### src/rtl/pgp_packet_header_parser_defines.svh
// ----------------------------------------------------------------------------
// Assertion macros for the packet header parser
// Concurrent check shorthands used at the end of the top level.
// ----------------------------------------------------------------------------
`ifndef PGP_PACKET_HEADER_PARSER_DEFINES_SVH
`define PGP_PACKET_HEADER_PARSER_DEFINES_SVH

// Same-cycle implication, disabled while reset is high.
`define PGP_ASSERT_IMP(lbl, clk, rst, ante, cons, msg) \
   lbl: assert property (@(posedge clk) disable iff (rst) (ante) |-> (cons)) \
      else $error(msg);

// Next-cycle implication, disabled while reset is high.
`define PGP_ASSERT_NXT(lbl, clk, rst, ante, cons, msg) \
   lbl: assert property (@(posedge clk) disable iff (rst) (ante) |=> (cons)) \
      else $error(msg);

`endif

### src/rtl/pgphp_pkg.sv
// ----------------------------------------------------------------------------
// pgphp_pkg
// Types and constants shared by the packet header parser modules.
// ----------------------------------------------------------------------------
`timescale 1ns / 1ps
`default_nettype none

package pgphp_pkg;

   // parser phases
   typedef enum logic [2:0] {
      PH_HDR  = 3'd0,
      PH_LEN1 = 3'd1,
      PH_LEN2 = 3'd2,
      PH_LEN4 = 3'd3,
      PH_BODY = 3'd4
   } phase_type;

   // result event codes
   typedef enum logic [2:0] {
      EV_HDR_BYTE  = 3'd0,
      EV_HDR_DONE  = 3'd1,
      EV_BODY      = 3'd2,
      EV_MALFORMED = 3'd3,
      EV_PARTIAL   = 3'd4,
      EV_TRUNC     = 3'd5,
      EV_END       = 3'd6
   } event_type;

   localparam logic [7:0]  LEN_TWO_MIN  = 8'd192;   // first byte of two-byte form
   localparam logic [7:0]  LEN_PART_MIN = 8'd224;   // partial length codes start
   localparam logic [7:0]  LEN_FIVE     = 8'd255;   // four-byte form marker
   localparam logic [7:0]  HDR_MASK     = 8'hC0;    // bits that must be set
   localparam logic [7:0]  TAG_MASK     = 8'h3F;
   localparam logic [31:0] LEN_TWO_BIAS = 32'd192;
   localparam logic [2:0]  LEN4_BYTES   = 3'd4;

   typedef struct packed {
      logic [7:0] stream_byte;
      logic       end_mark;
   } req_type;

   typedef struct packed {
      event_type   event_res;
      logic [5:0]  packet_tag;
      logic [31:0] body_length;
      logic [7:0]  body_byte;
      logic        last_body;
   } rsp_type;

endpackage

`default_nettype wire

### src/rtl/pgphp_in_stage.sv
// ----------------------------------------------------------------------------
// pgphp_in_stage
// Input register; holds one transaction until the parser consumes it.
// ----------------------------------------------------------------------------
`timescale 1ns / 1ps
`default_nettype none

module pgphp_in_stage (
   input  wire logic             clock,
   input  wire logic             reset,
   input  wire logic             req_valid,
   output logic                  req_ready,
   input  wire pgphp_pkg::req_type req_data,
   input  wire logic             take,
   output logic                  in_valid,
   output pgphp_pkg::req_type    in_data
);
   import pgphp_pkg::*;

   logic    valid_ff, valid_in;
   req_type data_ff;

   assign req_ready = !valid_ff || take;
   assign valid_in  = (req_valid && req_ready) || (valid_ff && !take);

   always_ff @(posedge clock) begin
      if (reset) begin
         valid_ff <= 1'b0;
      end else begin
         valid_ff <= valid_in;
      end
   end

   always_ff @(posedge clock) begin
      if (req_valid && req_ready) begin
         data_ff <= req_data;
      end
   end

   assign in_valid = valid_ff;
   assign in_data  = data_ff;

endmodule

`default_nettype wire

### src/rtl/pgphp_core.sv
// ----------------------------------------------------------------------------
// pgphp_core
// Parser state and single-pass decode of one stream byte into one result.
// ----------------------------------------------------------------------------
`timescale 1ns / 1ps
`default_nettype none

module pgphp_core (
   input  wire logic               clock,
   input  wire logic               reset,
   input  wire logic               step,
   input  wire pgphp_pkg::req_type in_data,
   output pgphp_pkg::rsp_type      rsp_next
);
   import pgphp_pkg::*;

   phase_type   phase_ff, phase_in;
   logic [5:0]  tag_ff, tag_in;
   logic [31:0] acc_ff, acc_in;
   logic [2:0]  len_left_ff, len_left_in;
   logic [31:0] body_left_ff, body_left_in;

   logic [7:0]  b;
   logic [31:0] acc_shift;
   logic [2:0]  len_left_dec;
   logic [31:0] body_left_dec;
   logic [31:0] two_len;
   logic        last;

   assign b             = in_data.stream_byte;
   assign acc_shift     = {acc_ff[23:0], b};
   assign len_left_dec  = (len_left_ff != 3'd0) ? len_left_ff - 3'd1 : len_left_ff;
   assign body_left_dec = (body_left_ff != 32'd0) ? body_left_ff - 32'd1 : body_left_ff;
   assign two_len       = {19'd0, acc_ff[4:0], b} + LEN_TWO_BIAS;
   assign last          = (body_left_dec == 32'd0);

   always_comb begin
      phase_in     = phase_ff;
      tag_in       = tag_ff;
      acc_in       = acc_ff;
      len_left_in  = len_left_ff;
      body_left_in = body_left_ff;

      rsp_next             = '0;
      rsp_next.event_res   = EV_HDR_BYTE;
      rsp_next.packet_tag  = tag_ff;

      if (in_data.end_mark) begin
         if (phase_ff == PH_HDR || phase_ff == PH_LEN1 && 1'b0) begin
            rsp_next.event_res  = EV_END;
            rsp_next.packet_tag = 6'd0;
         end else if (phase_ff == PH_LEN1 || phase_ff == PH_LEN2 ||
                      phase_ff == PH_LEN4 || phase_ff == PH_BODY) begin
            rsp_next.event_res  = EV_TRUNC;
         end else begin
            rsp_next.event_res  = EV_END;
            rsp_next.packet_tag = 6'd0;
         end
         phase_in     = PH_HDR;
         acc_in       = '0;
         len_left_in  = '0;
         body_left_in = '0;
      end else begin
         case (phase_ff)
            PH_LEN1: begin
               if (b < LEN_TWO_MIN) begin
                  rsp_next.event_res   = EV_HDR_DONE;
                  rsp_next.body_length = {24'd0, b};
                  acc_in       = '0;
                  len_left_in  = '0;
                  body_left_in = {24'd0, b};
                  phase_in     = (b != 8'd0) ? PH_BODY : PH_HDR;
               end else if (b < LEN_PART_MIN) begin
                  acc_in      = {27'd0, b[4:0]};
                  len_left_in = 3'd1;
                  phase_in    = PH_LEN2;
               end else if (b == LEN_FIVE) begin
                  acc_in      = '0;
                  len_left_in = LEN4_BYTES;
                  phase_in    = PH_LEN4;
               end else begin
                  rsp_next.event_res = EV_PARTIAL;
                  phase_in     = PH_HDR;
                  acc_in       = '0;
                  len_left_in  = '0;
                  body_left_in = '0;
               end
            end
            PH_LEN2: begin
               rsp_next.event_res   = EV_HDR_DONE;
               rsp_next.body_length = two_len;
               acc_in       = '0;
               len_left_in  = '0;
               body_left_in = two_len;
               phase_in     = PH_BODY;   // two-byte form is never zero
            end
            PH_LEN4: begin
               if (len_left_dec == 3'd0) begin
                  rsp_next.event_res   = EV_HDR_DONE;
                  rsp_next.body_length = acc_shift;
                  acc_in       = '0;
                  len_left_in  = '0;
                  body_left_in = acc_shift;
                  phase_in     = (acc_shift != 32'd0) ? PH_BODY : PH_HDR;
               end else begin
                  acc_in      = acc_shift;
                  len_left_in = len_left_dec;
               end
            end
            PH_BODY: begin
               rsp_next.event_res = EV_BODY;
               rsp_next.body_byte = b;
               rsp_next.last_body = last;
               if (last) begin
                  phase_in     = PH_HDR;
                  acc_in       = '0;
                  len_left_in  = '0;
                  body_left_in = '0;
               end else begin
                  body_left_in = body_left_dec;
               end
            end
            default: begin
               if ((b & HDR_MASK) != HDR_MASK) begin
                  rsp_next.event_res  = EV_MALFORMED;
                  rsp_next.packet_tag = b[5:0];
                  phase_in     = PH_HDR;
                  acc_in       = '0;
                  len_left_in  = '0;
                  body_left_in = '0;
               end else begin
                  tag_in              = (b & TAG_MASK) >> 0 == 8'd0 ? 6'd0 : b[5:0];
                  rsp_next.packet_tag = b[5:0];
                  phase_in            = PH_LEN1;
               end
            end
         endcase
      end
   end

   always_ff @(posedge clock) begin
      if (reset) begin
         phase_ff     <= PH_HDR;
         tag_ff       <= '0;
         acc_ff       <= '0;
         len_left_ff  <= '0;
         body_left_ff <= '0;
      end else if (step) begin
         phase_ff     <= phase_in;
         tag_ff       <= tag_in;
         acc_ff       <= acc_in;
         len_left_ff  <= len_left_in;
         body_left_ff <= body_left_in;
      end
   end

endmodule

`default_nettype wire

### src/rtl/pgphp_out_stage.sv
// ----------------------------------------------------------------------------
// pgphp_out_stage
// Result register; holds one result transaction until the sink takes it.
// ----------------------------------------------------------------------------
`timescale 1ns / 1ps
`default_nettype none

module pgphp_out_stage (
   input  wire logic               clock,
   input  wire logic               reset,
   input  wire logic               load,
   input  wire pgphp_pkg::rsp_type rsp_next,
   output logic                    free,
   output logic                    rsp_valid,
   input  wire logic               rsp_ready,
   output pgphp_pkg::rsp_type      rsp_data
);
   import pgphp_pkg::*;

   logic    valid_ff, valid_in;
   rsp_type data_ff;

   assign free     = !valid_ff || rsp_ready;
   assign valid_in = load || (valid_ff && !rsp_ready);

   always_ff @(posedge clock) begin
      if (reset) begin
         valid_ff <= 1'b0;
      end else begin
         valid_ff <= valid_in;
      end
   end

   always_ff @(posedge clock) begin
      if (load) begin
         data_ff <= rsp_next;
      end
   end

   assign rsp_valid = valid_ff;
   assign rsp_data  = data_ff;

endmodule

`default_nettype wire

### src/rtl/pgp_packet_header_parser.sv
// ----------------------------------------------------------------------------
// pgp_packet_header_parser
// Byte-stream deframer for new-format packets: header, length, body.
// ----------------------------------------------------------------------------
//
//   Channel  Dir  Handshake              Payload
//   req_     in   req_valid/req_ready    req_stream_byte, req_end_mark
//   rsp_     out  rsp_valid/rsp_ready    rsp_event_res, rsp_packet_tag,
//                                        rsp_body_length, rsp_body_byte,
//                                        rsp_last_body
//
// One result transaction per input transaction, one transaction per cycle
// sustained while the sink stays ready. A transaction passes the input
// register, then is decoded into the result register. The parser state
// updates in the same cycle the result register loads. Synchronous reset
// empties both registers and returns the parser to waiting for a header
// byte. A stalled sink holds the result register; the input register still
// takes one more transaction before req_ready drops.
//
`timescale 1ns / 1ps
`default_nettype none

`include "pgp_packet_header_parser_defines.svh"

module pgp_packet_header_parser (
   input  wire logic        clock,
   input  wire logic        reset,
   // input byte stream
   input  wire logic        req_valid,
   output logic             req_ready,
   input  wire logic [7:0]  req_stream_byte,
   input  wire logic        req_end_mark,
   // result events
   output logic             rsp_valid,
   input  wire logic        rsp_ready,
   output logic [2:0]       rsp_event_res,
   output logic [5:0]       rsp_packet_tag,
   output logic [31:0]      rsp_body_length,
   output logic [7:0]       rsp_body_byte,
   output logic             rsp_last_body
);
   import pgphp_pkg::*;

   req_type req_data;
   req_type in_data;
   rsp_type rsp_next;
   rsp_type rsp_data;
   logic    in_valid;
   logic    out_free;
   logic    step;

   assign req_data.stream_byte = req_stream_byte;
   assign req_data.end_mark    = req_end_mark;

   // a byte is decoded when one is held and the result register can load
   assign step = in_valid && out_free;

   pgphp_in_stage u_in_stage (
      .clock     (clock),
      .reset     (reset),
      .req_valid (req_valid),
      .req_ready (req_ready),
      .req_data  (req_data),
      .take      (step),
      .in_valid  (in_valid),
      .in_data   (in_data)
   );

   pgphp_core u_core (
      .clock    (clock),
      .reset    (reset),
      .step     (step),
      .in_data  (in_data),
      .rsp_next (rsp_next)
   );

   pgphp_out_stage u_out_stage (
      .clock     (clock),
      .reset     (reset),
      .load      (step),
      .rsp_next  (rsp_next),
      .free      (out_free),
      .rsp_valid (rsp_valid),
      .rsp_ready (rsp_ready),
      .rsp_data  (rsp_data)
   );

   assign rsp_event_res   = rsp_data.event_res;
   assign rsp_packet_tag  = rsp_data.packet_tag;
   assign rsp_body_length = rsp_data.body_length;
   assign rsp_body_byte   = rsp_data.body_byte;
   assign rsp_last_body   = rsp_data.last_body;

   // ------------------------------------------------------------------------
   // checks
   // ------------------------------------------------------------------------
   `PGP_ASSERT_IMP(a_last_only_body, clock, reset, rsp_valid && rsp_last_body, rsp_data.event_res == EV_BODY, "last_body outside a body byte")
   `PGP_ASSERT_IMP(a_len_only_done, clock, reset, rsp_valid && rsp_body_length != 32'd0, rsp_data.event_res == EV_HDR_DONE, "length outside header done")
   `PGP_ASSERT_IMP(a_full_stall, clock, reset, rsp_valid && !rsp_ready && in_valid, !req_ready, "input taken while both stages full")
   `PGP_ASSERT_NXT(a_step_loads, clock, reset, step, rsp_valid, "decoded byte produced no result")

endmodule

`default_nettype wire
### config.mk
export PLATFORM = sky130hd
export DESIGN_NAME = pgp_packet_header_parser
export DESIGN_NICKNAME = d
export VERILOG_FILES = /design/src/rtl/pgphp_pkg.sv /design/src/rtl/pgphp_in_stage.sv /design/src/rtl/pgphp_core.sv /design/src/rtl/pgphp_out_stage.sv /design/src/rtl/pgp_packet_header_parser.sv
export VERILOG_INCLUDE_DIRS = /design/src /design/src/rtl
export SDC_FILE = /design/constraint.sdc
export NUM_CORES = 1
export LEC_CHECK = 0
export ABC_AREA = 1
export ABC_CLOCK_PERIOD_IN_PS = 2800
export BUFFER_PORTS_ARGS = -buffer_cell sky130_fd_sc_hd__buf_4
export CAP_MARGIN = 40
export CORE_MARGIN = 2
export CORE_UTILIZATION = 54
export DETAILED_ROUTE_END_ITERATION = 10
export PLACE_DENSITY = 0.86
export SYNTH_ARGS = -nofsm -noshare
export SYNTH_HDL_FRONTEND = slang
export SYNTH_SLANG_ARGS = --single-unit
### constraint.sdc
create_clock -name clock -period 2.8 [get_ports clock]
set_input_delay 0.56 -clock clock [delete_from_list [all_inputs] [get_ports clock]]
set_output_delay 0.56 -clock clock [all_outputs]
set_load 0.01 [all_outputs]
==> summary.md <==
| Metric | Value |
|---|---|
| Status | `completed` |
| Initial antenna violation count | `0` |
| Xor and xnor area share after synthesis | `0.980%` |
| CTS Buffer Depth | `2` |
| Remaining antenna violation count | `0` |
| CTS Buf Count | `17` |
| Final period utilization | `93.3%` |
| CP Capture Type | `flip-flop` |
| Total GRT Usage | `a little under a third` |
| Storage cell area | `approximately 3200 um2` |
| Min Hold Slack | `around 320 ps` |
| Num ports | `65` |
| Core area | `13100 um2` |
| Startpoint class of the critical path | `flip-flop` |
| Placer Congestion | `1.04` |
| Yosys top cell area share | `around 25%` |
| Vias in the first global route | `6615` |
| Critical Path RT | `approximately 3100 ps` |
| Area occupied by multi-input gates | `approximately 3500 um2` |
| Worst IR Drop VDD | `0.437 mV` |
| DP HPWL | `15.0 mm` |
| Sink Count | `between 100 and 150` |
| Clock transition at path regs | `about 50 ps` |
| Post-CTS setup buffers | `0` |
| Setup CP Type | `reg2reg` |
| Largest net degree at the start of global routing | `52` |
| Synth Area in Compound Gates | `a little under an eighth` |
| Initial Util | `54.6%` |
| Power Dens Cells | `around 560 nW/um2` |
| Adder-cell share of the synthesized area | `1.58%` |
| Avg WL per Cell | `about 16 um` |
| Area leader, netlist | `edfxtp_1` |
| Die width | `119 um` |
| Row count | `42` |
| Mean Syn Cell Area | `7.15 um2` |
| Die height | `between 100 and 150 um` |
| Hold WC Path Type | `in2reg` |
| Final Hold Violating Endpoints | `0` |
| Post-synth cell types | `35` |
| MaxCap Viol Count | `0` |
| Final wirelength | `20.8 mm` |
| Syn Inst Count | `1000` |
| CTS Root Cell | `clkbuf_16` |
| Via count | `7210` |
| Die ar. | `14200 um2` |
| Setup-failing EPs final | `0` |
| Critical Path AT | `2950 ps` |
| Final min period | `2610 ps` |
| Post-synthesis mux area share | `0%` |
| Total gr overflow | `0` |
| # fillers | `1093` |
| Largest family of logic cells by synthesized area | `simple AND/OR/NAND/NOR gates` |
| Top cells by area, synth | `edfxtp_1, dfxtp_1, nand2_1, nor2_1, a21oi_1` |
| Critical Path Fanout Max | `32` |
| CTS tree | `yes` |
| Input/output buffers | `64` |
| Drt pass-1 iters | `7` |
| Syn_nets | `1022` |
| Syn-to-layout area delta | `19.1%` |
| Synth Warn # | `0` |
| Slew HR | `53.4%` |
| Cell Area, Synth | `~7100 um2` |
| Leakage power | `roughly 3.7 nW` |
| H-tree depth | `4` |
| Max Slew Vio Count | `0` |
| Clock skew | `around 7.3 ps` |
| Initial DRC Count | `866` |
| # nets final | `between 1000 and 1500` |
| Final core occ | `between 60 and 70%` |
| Simple-Gate Fraction of Synth Area | `33.9%` |
| Layout cells sized above 1 | `14.4%` |
| Clk Latency, worst-skew pair | `420 ps` |
| DRC Markers | `0` |
| Ant diodes | `0` |
| Fmax | `0.383 GHz` |
| First-pass GRT wire length | `about 34 mm` |
| Post-synthesis sequential area ratio | `between 40 and 50%` |
| Worst-Margin Slew | `~700 ps` |
| Vias per inst | `5.70` |
| Synthesis-stage register bit count | `approximately 130` |
[synthesized netlist by cell type]
cell and instances:
a211oi_1 2, a21o_1 1, a21oi_1 80, and3_1 1, buf_1 3, buf_2 5
buf_6 6, clkbuf_1 27, clkinv_1 4, dfxtp_1 70, edfxtp_1 59, ha_1 9
inv_1 79, inv_2 3, nand2_1 279, nand2_2 6, nand2_4 2, nand3_1 71
nand3b_1 5, nand4_1 13, nor2_1 152, nor2_2 6, nor2_4 3, nor2_8 2
nor3_1 18, nor3_2 1, nor4_1 8, o211ai_1 1, o21ai_0 48, o21ai_1 12
o22ai_1 7, o31ai_1 7, o32ai_1 2, xnor2_1 1, xor2_1 7
[layout by cell type, fill, tap and decap left out, types with 13 or more instances in the layout]
cell type and n:
nand2_1 277, nor2_1 147, buf_4 94, a21oi_1 80, inv_1 76, nand3_1 70, dfxtp_1 70, edfxtp_1 59
o21ai_0 48, nor3_1 17, clkbuf_16 17, nand4_1 13
[worst max-delay path: stages, from the launching register on]
cell     delay, ps
dfxtp_1        410
inv_1          110
nor3_2         270
inv_1          170
nand2_1        160
nor2_1          80
inv_2          250
nor2_1          80
inv_1           80
nand2_1         60
inv_2           60
nand3_1        100
nor2_1         160
buf_6          260
nand2_1        110
a21oi_1        170
[cell families (layout without fill, tap and decap cells)]
| family | count (synthesis) | after routing |
|---|---|---|
| DFF | 129 | 129 |
| adders and majority gates | 9 | 9 |
| and+or+nand+nor | 567 | 567 |
| buffers and inverters | 127 | 215 |
| xor gates and xnor gates | 8 | 8 |
| AOI/OAI and AO/OA | 160 | 160 |
[timing repair]
action	CTS	global route
endpoints found under the setup margin	1	42
gates resized for setup	1	15
hold buffers	0	0
[sequential cells by signal (all words and copies together), names as in the netlist]
signal,cells
u_out_stage.rsp_data,50
u_core.body_left_ff,32
u_core.acc_ff,24
u_in_stage.in_data,9
u_core.tag_ff,6
u_core.len_left_ff,3
u_core.phase_ff,3
u_in_stage.in_valid,1
u_out_stage.rsp_valid,1
[stage by stage]
step / cells / power (mW) / setup TNS [ps] / worst slack [ps] / instance area, um2
after detailed placement: 1232 / 2.73 / 0 / 67.3 / 7930
final: 1264 / 4.76 / 0 / 188 / 8510
after global placement: 1232 / 2.71 / 0 / 162 / 7930
after global routing: 1264 / 4.94 / -5.88 / -5.88 / 8510
after floorplan: 1000 / 2.53 / 0 / 317 / 7150
after CTS: 1264 / 4.75 / 0 / 53.7 / 8470
[layout make-up]
| cell class | count | area share, % |
|---|---|---|
| clock buffer | 26 | 5.63 |
| sequential | 129 | 37.3 |
| clock inverter | 6 | 0.706 |
| inverter | 86 | 3.87 |
| timing repair buffer | 97 | 8.89 |
| multi-input combinational | 744 | 41.0 |
| tap | 176 | 2.59 |
[worst paths after layout]
kind	start	endpoint	slack [ps]	depth (start not counted)
max	u_core.phase_ff[0]	u_core.body_left_ff[31]	190	15
max reg2reg	u_core.phase_ff[0]	u_core.body_left_ff[31]	190	15
min	req_stream_byte[0]	u_in_stage.in_data[1]	320	1
min reg2reg	u_in_stage.in_valid	u_out_stage.rsp_valid	470	2
[power breakdown]
group | leakage [nW] | switching [mW] | internal (mW)
clock network | 0.260 | 0.789 | 1.26
registers | 1.15 | 0.0551 | 2.05
logic | 2.32 | 0.408 | 0.200
total | 3.72 | 1.25 | 3.51
[per-layer routing]
layer / track usage, % / share of wire (%) / wire length, um / vias up
li1: - / - / - / 3456
met1: 40.6 / 41 / 8620 / 3297
met2: 47.1 / 47 / 9760 / 393
met3: 6.32 / 8.3 / 1730 / 64
met4: 12.1 / 3.3 / 680 / 0
met5: 0 / 0 / 0 / -
Note: power is estimated with default switching activity, not from simulation.
